File: src/design/bscff_pkg.sv
package bscff_pkg;

  // Store geometry
  localparam int NBITS   = 1024;
  localparam int WORD_W  = 64;
  localparam int NWORDS  = NBITS / WORD_W;
  localparam int WADDR_W = $clog2(NWORDS);
  localparam int BPOS_W  = $clog2(WORD_W);
  localparam int CNT_W   = $clog2(NBITS) + 1;

  // Field widths
  localparam int OP_W  = 2;
  localparam int IDX_W = 10;
  localparam int CFG_W = 11;

  // Configuration port
  localparam int APB_DW = 32;
  localparam int CFG_AW = 3;
  localparam int REG_W  = CFG_AW - 2;
  localparam logic [REG_W-1:0] REG_BITS_IN_USE = REG_W'(0);
  localparam logic [CFG_W-1:0] BITS_IN_USE_RST = CFG_W'(1024);

  typedef enum logic [OP_W-1:0] {
    OP_SET   = 2'd0,
    OP_CLEAR = 2'd1,
    OP_TEST  = 2'd2
  } op_t;

  typedef enum logic [1:0] {
    ST_IDLE,
    ST_MODIFY,
    ST_SCAN,
    ST_DONE
  } state_t;

  // Lowest set bit position of a word (0 when the word is empty)
  function automatic logic [BPOS_W-1:0] find_first(input logic [WORD_W-1:0] w);
    logic [BPOS_W-1:0] pos;
    pos = '0;
    for (int i = WORD_W - 1; i >= 0; i--) begin
      if (w[i]) begin
        pos = BPOS_W'(i);
      end
    end
    return pos;
  endfunction

endpackage

File: src/design/bscff_if.sv
interface bscff_in_if;
  logic                         valid;
  logic                         ready;
  logic [bscff_pkg::OP_W-1:0]   operation;
  logic [bscff_pkg::IDX_W-1:0]  bit_index;

  modport source (output valid, output operation, output bit_index, input ready);
  modport sink   (input valid, input operation, input bit_index, output ready);
endinterface

interface bscff_out_if;
  logic                         valid;
  logic                         ready;
  logic                         index_ok;
  logic                         bit_value;
  logic [bscff_pkg::IDX_W-1:0]  first_set;
  logic                         set_found;
  logic [bscff_pkg::IDX_W-1:0]  first_zero;
  logic                         zero_found;

  modport source (output valid, output index_ok, output bit_value, output first_set,
                  output set_found, output first_zero, output zero_found, input ready);
  modport sink   (input valid, input index_ok, input bit_value, input first_set,
                  input set_found, input first_zero, input zero_found, output ready);
endinterface

File: src/design/bitmap_set_clear_find_first_core.sv
// Bit map with set, clear, test and find-first-set / find-first-zero.
// Takes a new item only in the idle state, once the result of the last one has been loaded
// into the output register. The 1024-bit store sits in a 16 x 64 RAM with one read port;
// after a read-modify-write of the addressed word the scan reads one word per cycle.
// Reset: synchronous, active low; map reads as all zero (per-word valid bits), and
// bits_in_use returns to 1024.
module bitmap_set_clear_find_first_core (
  input  logic                               clk,
  input  logic                               rst_n,
  bscff_in_if.sink                           in_ch,
  bscff_out_if.source                        out_ch,
  input  logic                               psel,
  input  logic                               penable,
  input  logic                               pwrite,
  input  logic [bscff_pkg::CFG_AW-1:0]       paddr,
  input  logic [bscff_pkg::APB_DW-1:0]       pwdata,
  output logic [bscff_pkg::APB_DW-1:0]       prdata,
  output logic                               pready
);

  localparam int WORD_W  = bscff_pkg::WORD_W;
  localparam int NWORDS  = bscff_pkg::NWORDS;
  localparam int WADDR_W = bscff_pkg::WADDR_W;
  localparam int BPOS_W  = bscff_pkg::BPOS_W;
  localparam int CNT_W   = bscff_pkg::CNT_W;
  localparam int IDX_W   = bscff_pkg::IDX_W;
  localparam int CFG_W   = bscff_pkg::CFG_W;
  localparam int CFG_AW_HI = bscff_pkg::CFG_AW - 1;

  bscff_pkg::state_t state_r, state_nxt;

  logic [CFG_W-1:0]   bits_in_use_r;
  logic [CNT_W-1:0]   used;
  logic [CNT_W-BPOS_W-1:0] used_hi;
  logic [BPOS_W-1:0]  used_lo;

  logic [bscff_pkg::OP_W-1:0] op_r;
  logic [IDX_W-1:0]   idx_r;
  logic               ok_r;
  logic               bitval_r;

  logic [WADDR_W:0]   iss_r;
  logic               dvld_r;
  logic [WADDR_W-1:0] dw_r;
  logic [WADDR_W-1:0] rd_addr_r;
  logic [NWORDS-1:0]  row_vld_r;

  logic [IDX_W-1:0]   fs_r, fz_r;
  logic               fsf_r, fzf_r;

  logic               out_valid_r;
  logic               out_ok_r, out_val_r, out_fsf_r, out_fzf_r;
  logic [IDX_W-1:0]   out_fs_r, out_fz_r;

  logic               in_xfer, cfg_wr, out_load, scan_last, issue;
  logic               ram_we;
  logic [WADDR_W-1:0] ram_raddr;
  logic [WORD_W-1:0]  ram_rdata, word_rd, new_word, use_mask, set_word, zero_word;
  logic [BPOS_W-1:0]  bpos;

  // Configuration port
  assign pready = 1'b1;
  assign cfg_wr = psel && penable && pwrite && pready;
  assign prdata = (paddr[CFG_AW_HI:2] == bscff_pkg::REG_BITS_IN_USE) ?
                  bscff_pkg::APB_DW'(bits_in_use_r) : '0;

  always_ff @(posedge clk) begin
    if (!rst_n) begin
      bits_in_use_r <= bscff_pkg::BITS_IN_USE_RST;
    end else if (cfg_wr && paddr[CFG_AW_HI:2] == bscff_pkg::REG_BITS_IN_USE) begin
      bits_in_use_r <= pwdata[CFG_W-1:0];
    end
  end

  // Saturate the count at the store size
  always_comb begin
    if (32'(bits_in_use_r) > bscff_pkg::NBITS) begin
      used = CNT_W'(bscff_pkg::NBITS);
    end else begin
      used = CNT_W'(bits_in_use_r);
    end
  end
  assign used_hi = used[CNT_W-1:BPOS_W];
  assign used_lo = used[BPOS_W-1:0];

  // Word store
  assign ram_raddr = (state_r == bscff_pkg::ST_IDLE) ? WADDR_W'(in_ch.bit_index >> BPOS_W)
                                                     : iss_r[WADDR_W-1:0];
  assign ram_we    = (state_r == bscff_pkg::ST_MODIFY) && ok_r;

  bscff_ram #(
    .WIDTH (WORD_W),
    .DEPTH (NWORDS)
  ) u_ram (
    .clk   (clk),
    .we    (ram_we),
    .waddr (rd_addr_r),
    .wdata (new_word),
    .raddr (ram_raddr),
    .rdata (ram_rdata)
  );

  // Words never written read as zero
  assign word_rd = row_vld_r[rd_addr_r] ? ram_rdata : '0;

  // Apply the operation to the addressed word
  assign bpos = idx_r[BPOS_W-1:0];
  always_comb begin
    new_word = word_rd;
    unique case (bscff_pkg::op_t'(op_r))
      bscff_pkg::OP_SET:   new_word[bpos] = 1'b1;
      bscff_pkg::OP_CLEAR: new_word[bpos] = 1'b0;
      bscff_pkg::OP_TEST:  new_word = word_rd;
      default:             new_word = word_rd;
    endcase
  end

  // Keep only bits in use of the word under scan
  always_comb begin
    if (32'(dw_r) < 32'(used_hi)) begin
      use_mask = '1;
    end else if (32'(dw_r) == 32'(used_hi)) begin
      use_mask = ~({WORD_W{1'b1}} << used_lo);
    end else begin
      use_mask = '0;
    end
  end
  assign set_word  = word_rd & use_mask;
  assign zero_word = ~word_rd & use_mask;

  // Sequencer
  assign in_ch.ready = (state_r == bscff_pkg::ST_IDLE);
  assign in_xfer     = in_ch.valid && in_ch.ready;
  assign issue       = (state_r == bscff_pkg::ST_SCAN) && (32'(iss_r) < NWORDS);
  assign scan_last   = dvld_r && (32'(dw_r) == NWORDS - 1);

  always_comb begin
    state_nxt = state_r;
    out_load  = 1'b0;
    unique case (state_r)
      bscff_pkg::ST_IDLE: begin
        if (in_xfer) state_nxt = bscff_pkg::ST_MODIFY;
      end
      bscff_pkg::ST_MODIFY: begin
        state_nxt = bscff_pkg::ST_SCAN;
      end
      bscff_pkg::ST_SCAN: begin
        if (scan_last) state_nxt = bscff_pkg::ST_DONE;
      end
      bscff_pkg::ST_DONE: begin
        if (!out_valid_r || out_ch.ready) begin
          out_load  = 1'b1;
          state_nxt = bscff_pkg::ST_IDLE;
        end
      end
      default: state_nxt = bscff_pkg::ST_IDLE;
    endcase
  end

  always_ff @(posedge clk) begin
    if (!rst_n) begin
      state_r     <= bscff_pkg::ST_IDLE;
      row_vld_r   <= '0;
      dvld_r      <= 1'b0;
      out_valid_r <= 1'b0;
    end else begin
      state_r <= state_nxt;
      dvld_r  <= issue;
      if (ram_we) begin
        row_vld_r[rd_addr_r] <= 1'b1;
      end
      if (out_load) begin
        out_valid_r <= 1'b1;
      end else if (out_ch.ready) begin
        out_valid_r <= 1'b0;
      end
    end
  end

  // Datapath registers
  always_ff @(posedge clk) begin
    rd_addr_r <= ram_raddr;
    dw_r      <= iss_r[WADDR_W-1:0];

    // Capture the item
    if (in_xfer) begin
      op_r  <= in_ch.operation;
      idx_r <= in_ch.bit_index;
      ok_r  <= (32'(in_ch.bit_index) < 32'(used));
    end

    // Record the bit and start the scan
    if (state_r == bscff_pkg::ST_MODIFY) begin
      bitval_r <= ok_r && new_word[bpos];
      iss_r    <= '0;
      fs_r     <= '0;
      fz_r     <= '0;
      fsf_r    <= 1'b0;
      fzf_r    <= 1'b0;
    end else if (issue) begin
      iss_r <= iss_r + 1'b1;
    end

    // Fold in one word per cycle
    if (dvld_r && state_r == bscff_pkg::ST_SCAN) begin
      if (!fsf_r && |set_word) begin
        fsf_r <= 1'b1;
        fs_r  <= IDX_W'({dw_r, bscff_pkg::find_first(set_word)});
      end
      if (!fzf_r && |zero_word) begin
        fzf_r <= 1'b1;
        fz_r  <= IDX_W'({dw_r, bscff_pkg::find_first(zero_word)});
      end
    end

    // Hold the result for transfer
    if (out_load) begin
      out_ok_r  <= ok_r;
      out_val_r <= bitval_r;
      out_fs_r  <= fs_r;
      out_fsf_r <= fsf_r;
      out_fz_r  <= fz_r;
      out_fzf_r <= fzf_r;
    end
  end

  assign out_ch.valid      = out_valid_r;
  assign out_ch.index_ok   = out_ok_r;
  assign out_ch.bit_value  = out_val_r;
  assign out_ch.first_set  = out_fs_r;
  assign out_ch.set_found  = out_fsf_r;
  assign out_ch.first_zero = out_fz_r;
  assign out_ch.zero_found = out_fzf_r;

endmodule

File: src/design/bscff_ram.sv
module bscff_ram #(
  parameter int WIDTH = 64,
  parameter int DEPTH = 16
) (
  input  logic                     clk,
  input  logic                     we,
  input  logic [$clog2(DEPTH)-1:0] waddr,
  input  logic [WIDTH-1:0]         wdata,
  input  logic [$clog2(DEPTH)-1:0] raddr,
  output logic [WIDTH-1:0]         rdata
);

  logic [WIDTH-1:0] mem [DEPTH];

  // Write port and registered read port
  always_ff @(posedge clk) begin
    if (we) begin
      mem[waddr] <= wdata;
    end
    rdata <= mem[raddr];
  end

endmodule

File: src/flat_wrapper.sv
// flat-port wrapper written by rule: the top's interface ports become plain ports
module bitmap_set_clear_find_first_core_flat 
  (clk, rst_n, psel, penable, pwrite, paddr, pwdata, prdata, pready, in_ch_valid, in_ch_operation, in_ch_bit_index, in_ch_ready, out_ch_valid, out_ch_index_ok, out_ch_bit_value, out_ch_first_set, out_ch_set_found, out_ch_first_zero, out_ch_zero_found, out_ch_ready);
  bscff_in_if in_ch_i ();
  bscff_out_if out_ch_i ();
  input  logic clk;
  input  logic rst_n;
  input  logic psel;
  input  logic penable;
  input  logic pwrite;
  input  logic [bscff_pkg::CFG_AW-1:0] paddr;
  input  logic [bscff_pkg::APB_DW-1:0] pwdata;
  output logic [bscff_pkg::APB_DW-1:0] prdata;
  output logic pready;
  input wire logic [$bits(in_ch_i.valid)-1:0] in_ch_valid;
  input wire logic [$bits(in_ch_i.operation)-1:0] in_ch_operation;
  input wire logic [$bits(in_ch_i.bit_index)-1:0] in_ch_bit_index;
  output wire logic [$bits(in_ch_i.ready)-1:0] in_ch_ready;
  output wire logic [$bits(out_ch_i.valid)-1:0] out_ch_valid;
  output wire logic [$bits(out_ch_i.index_ok)-1:0] out_ch_index_ok;
  output wire logic [$bits(out_ch_i.bit_value)-1:0] out_ch_bit_value;
  output wire logic [$bits(out_ch_i.first_set)-1:0] out_ch_first_set;
  output wire logic [$bits(out_ch_i.set_found)-1:0] out_ch_set_found;
  output wire logic [$bits(out_ch_i.first_zero)-1:0] out_ch_first_zero;
  output wire logic [$bits(out_ch_i.zero_found)-1:0] out_ch_zero_found;
  input wire logic [$bits(out_ch_i.ready)-1:0] out_ch_ready;
  assign in_ch_i.valid = in_ch_valid;
  assign in_ch_i.operation = in_ch_operation;
  assign in_ch_i.bit_index = in_ch_bit_index;
  assign in_ch_ready = in_ch_i.ready;
  assign out_ch_valid = out_ch_i.valid;
  assign out_ch_index_ok = out_ch_i.index_ok;
  assign out_ch_bit_value = out_ch_i.bit_value;
  assign out_ch_first_set = out_ch_i.first_set;
  assign out_ch_set_found = out_ch_i.set_found;
  assign out_ch_first_zero = out_ch_i.first_zero;
  assign out_ch_zero_found = out_ch_i.zero_found;
  assign out_ch_i.ready = out_ch_ready;
  bitmap_set_clear_find_first_core u_core (.clk(clk), .rst_n(rst_n), .in_ch(in_ch_i), .out_ch(out_ch_i), .psel(psel), .penable(penable), .pwrite(pwrite), .paddr(paddr), .pwdata(pwdata), .prdata(prdata), .pready(pready));
endmodule
File: config.mk
export PLATFORM = sky130hd
export DESIGN_NAME = bitmap_set_clear_find_first_core_flat
export DESIGN_NICKNAME = d
export VERILOG_FILES = /design/src/design/bscff_pkg.sv /design/src/design/bscff_if.sv /design/src/design/bitmap_set_clear_find_first_core.sv /design/src/design/bscff_ram.sv /design/src/flat_wrapper.sv
export SDC_FILE = /design/constraint.sdc
export NUM_CORES = 2
export LEC_CHECK = 0
export CAP_MARGIN = 10
export CORE_UTILIZATION = 40
export CTS_CLUSTER_DIAMETER = 150
export CTS_CLUSTER_SIZE = 25
export DETAILED_ROUTE_END_ITERATION = 12
export DONT_BUFFER_PORTS = 1
export GPL_TIMING_DRIVEN = 1
export SLEW_MARGIN = 20
export SYNTH_ARGS = -nofsm -noshare
export SYNTH_HDL_FRONTEND = slang
export SYNTH_SLANG_ARGS = --single-unit
File: constraint.sdc
create_clock -name clk -period 7.8 [get_ports clk]
set_input_delay 1.56 -clock clk [delete_from_list [all_inputs] [get_ports clk]]
set_output_delay 1.56 -clock clk [all_outputs]
set_load 0.005 [all_outputs]
==> key figures <==
Clock tree
  – CTS tree: yes
  – Clock-pin slew on the worst setup and hold paths: around 0.10 ns
  – Clk sink count: ~1200
  – H-tree levels: 2
  – CTS Buf Count: between 50 and 60
  – Clock Latency Late Sink: about 0.7 ns
  – PostCTS Resize Cnt: 0
  – # hold bufs at CTS: 0
  – Root buffer cell: clkbuf_16
  – Post-CTS setup buffers: 0
  – Max Root-Sink Buffers: 3

Placement
  – IO buf count: 0
  – GP Congestion: about 1.0
  – Hpwl dp: a little under 90 mm

Finish
  – Layout cells sized above 1: 6.125%
  – Multi-input gate area: between 15000 and 20000 um2
  – Commonest cells after routing, fill and taps aside: nand2_1 (1238), edfxtp_1 (1058), nand3_1 (568)
  – Nets: ~4400
  – Fillers: around 12000
  – Area grow syn2layout: 7.040%
  – Commonest non-fill, non-tap cell in the layout: nand2_1
  – Reg area: about 34000 um2
  – Antenna cells: 0

STA
  – Final TNS setup: 0 ns
  – Worst-Margin Slew: roughly 1.2 ns
  – Max-slew violations: 0
  – Final worst path period need: 5.728 ns
  – Final Hold Viols: 0
  – Crit share post-route: between 70% and 80%
  – Worst rel slew slack: about a fifth
  – Fmax: 0.1746 GHz
  – Final setup fails: 0
  – Max Clock Skew: 0.05748 ns
  – RSZ-0062 raised after global routing: false

GRT
  – First-pass GRT wire length: ~220 mm
  – Total grt overflow: 0
  – Pin count of the biggest net entering global routing: between 100 and 150
  – GRT Resource Usage Total: around 23%
  – Vias in the first global route: ~33000
  – Antenna violations before repair: 0

Setup path
  – Setup CP Type: reg2reg
  – Reg2reg path depth: 13
  – Critical Path RT: between 8 and 9 ns
  – Crit end category: register
  – WP data arrival: around 6.3 ns
  – Worst Setup EP: u_core.fz_r[1]$_DFF_P_
  – Worst setup SP type: register
  – R2R setup slack: about 2.1 ns
  – CP Launch Point: u_core.bits_in_use_r[10]$_SDFFE_PN1P_
  – Reg2reg start: u_core.bits_in_use_r[10]$_SDFFE_PN1P_
  – CP Max Fanout: 30
  – Worst r2r dst: u_core.fz_r[1]$_DFF_P_

Detailed routing
  – DRC: 0
  – Vias: roughly 36000
  – Vias per cell: approximately 5.9
  – Starting DRC count in detailed routing: 4054
  – DRT Wirelength: around 150 mm
  – Final ANT Viol Nets: 0
  – Detailed Routing Iterations Pass 1: 6
  – WL per Instance: about 25 um

Hold path
  – Worst Hold Class: reg2reg

Die
  – Horiz. Die Dim: 359.8 um
  – Die Area: 129400 um2
  – Ports: about 110
  – Rows: 130
  – Total core area: 126200 um2
  – Initial Util: between 40% and 50%
  – Die Ht: between 300 and 400 um

Logic synthesis
  – Yosys warns: 0
  – FF+latch count, synth: ~1200
  – Top FF cell, synth: edfxtp_1
  – Share of flip-flops with an asynchronous set or reset: 0%
  – Post-Synthesis Cell Area: approximately 51000 um2
  – Synth Instances: approximately 4500
  – Seq/Total Area, Yosys: between 60% and 70%
  – Synth Area per Inst: about 11 um2
  – EDFF count, synth: approximately 1100
  – Synth unique cells: around 100

Job
  – Max-cap violations: 0

Outcome
  – Status: completed

Pwr
  – Final Total Pwr: slightly above 20000 uW
  – Worst IR drop on VDD: roughly 0.00032 V
  – PwrDens: ~370 nW/um2
  – Leakage power: between 0.015 and 0.02 uW
## state kept, by name, indices dropped and copies added, names as in the netlist, 2 cells and up
name	count
u_core.fs_r	10
u_core.op_r	2
u_core.out_ch.first_zero	10
u_core.u_ram.mem	1024
u_core.bits_in_use_r	11
u_core.rd_addr_r	4
u_core.row_vld_r	16
u_core.idx_r	6
u_core.u_ram.rdata	64
u_core.state_r	2
u_core.fz_r	10
u_core.dw_r	4
u_core.out_ch.first_set	10
u_core.iss_r	5
## worst max-delay path: stages (launching register included)
cell	delay [ns]
dfxtp_2	0.33
inv_1	0.69
nand2_1	0.20
ha_1	0.43
nand4_2	0.39
nor2_1	0.35
a221oi_1	0.62
o221ai_1	0.30
a221oi_2	0.37
or4b_1	0.57
nor2_1	0.50
a41oi_4	0.42
o2111ai_1	0.27
o32ai_1	0.11
## cell families after synthesis
| kind of cell | synth area share [%] |
|---|---|
| buf+inv | 2.962 |
| mux | 0.5742 |
| other cells | 0.01467 |
| xor+xnor | 0.05132 |
| fa+ha+maj | 0.4398 |
| flops | 67.13 |
| compound gates | 10.14 |
| simple gates | 18.69 |
## stage by stage
| step | instance area, um2 | setup slack (ns) | util, % | instances | hold slack [ns] |
|---|---|---|---|---|---|
| detailed placement | 53200 | 2.321 | 42.15 | 5961 | 0.4195 |
| floorplan | 51280 | 1.716 | - | 4502 | 0.3740 |
| finish | 54810 | 2.072 | 43.42 | 6058 | 0.4247 |
| global route | 54810 | 1.820 | 43.42 | 6058 | 0.4515 |
| CTS | 54750 | 2.285 | 43.37 | 6057 | 0.4310 |
| global placement | 53160 | 2.428 | 42.12 | 5958 | 0.4117 |
## cell type report
| type | instances | area share, % |
|---|---|---|
| multi-input cells | 2960 | 28.50 |
| inverters | 41 | 0.3105 |
| repair buffers | 123 | 1.890 |
| flip-flops and latches | 1188 | 62.72 |
| clock buffers | 93 | 2.771 |
| clock inverters | 3 | 0.04337 |
| well taps | 1650 | 3.767 |
## cells in the mapped netlist (all sizes together), types with 10 or more instances
master / n / area share (%)
nor4: 15 / 0.18
a31oi: 85 / 1.0
nor3: 31 / 0.36
o22ai: 31 / 0.38
and3: 72 / 0.88
and2: 20 / 0.24
nand2: 1239 / 9.1
a22oi: 14 / 0.21
a21o: 13 / 0.19
o21a: 25 / 0.37
ha: 18 / 0.44
buf: 70 / 0.88
o31ai: 12 / 0.18
nor2: 127 / 0.93
o21ai: 121 / 1.2
edfxtp: 1058 / 62
nand4: 12 / 0.16
a221oi: 18 / 0.32
nand3: 569 / 5.6
mux2i: 17 / 0.33
a21boi: 21 / 0.32
dfxtp: 130 / 5.1
o211ai: 28 / 0.41
a211oi: 26 / 0.41
a21oi: 73 / 0.71
a311oi: 135 / 2.3
nor2b: 17 / 0.21
o221ai: 11 / 0.19
nand2b: 21 / 0.26
inv: 39 / 0.29
a211o: 10 / 0.17
nor3b: 13 / 0.19
clkbuf: 243 / 1.8
## worst min path at each step
stage	start	end	slack, ns	depth (start not counted)
final	u_core.fs_r[5]$_DFF_P_	u_core.out_ch.first_set[5]$_DFFE_PP_	0.42	0
after global routing	u_core.fs_r[2]$_DFF_P_	u_core.out_ch.first_set[2]$_DFFE_PP_	0.45	0
after CTS	u_core.fs_r[2]$_DFF_P_	u_core.out_ch.first_set[2]$_DFFE_PP_	0.43	0
after detailed placement	u_core.fs_r[7]$_DFF_P_	u_core.out_ch.first_set[7]$_DFFE_PP_	0.42	0
after global placement	u_core.fz_r[0]$_DFF_P_	u_core.out_ch.first_zero[0]$_DFFE_PP_	0.41	0
after floorplan	u_core.iss_r[3]$_SDFFE_PP0P_	u_core.dw_r[3]$_DFF_P_	0.37	0
## where the power goes
group          switching [uW]  internal (uW)
clock network            1920           1340
logic                    5610           2100
registers                 632           8550
## metal layers
layer / part of all wire, % / track usage [%]
met1: 44 / 32.19
met2: 47 / 36.62
met3: 6.6 / 2.582
met4: 2.5 / 5.757
met5: 0 / 0
Note: power is estimated with default switching activity, not from simulation.
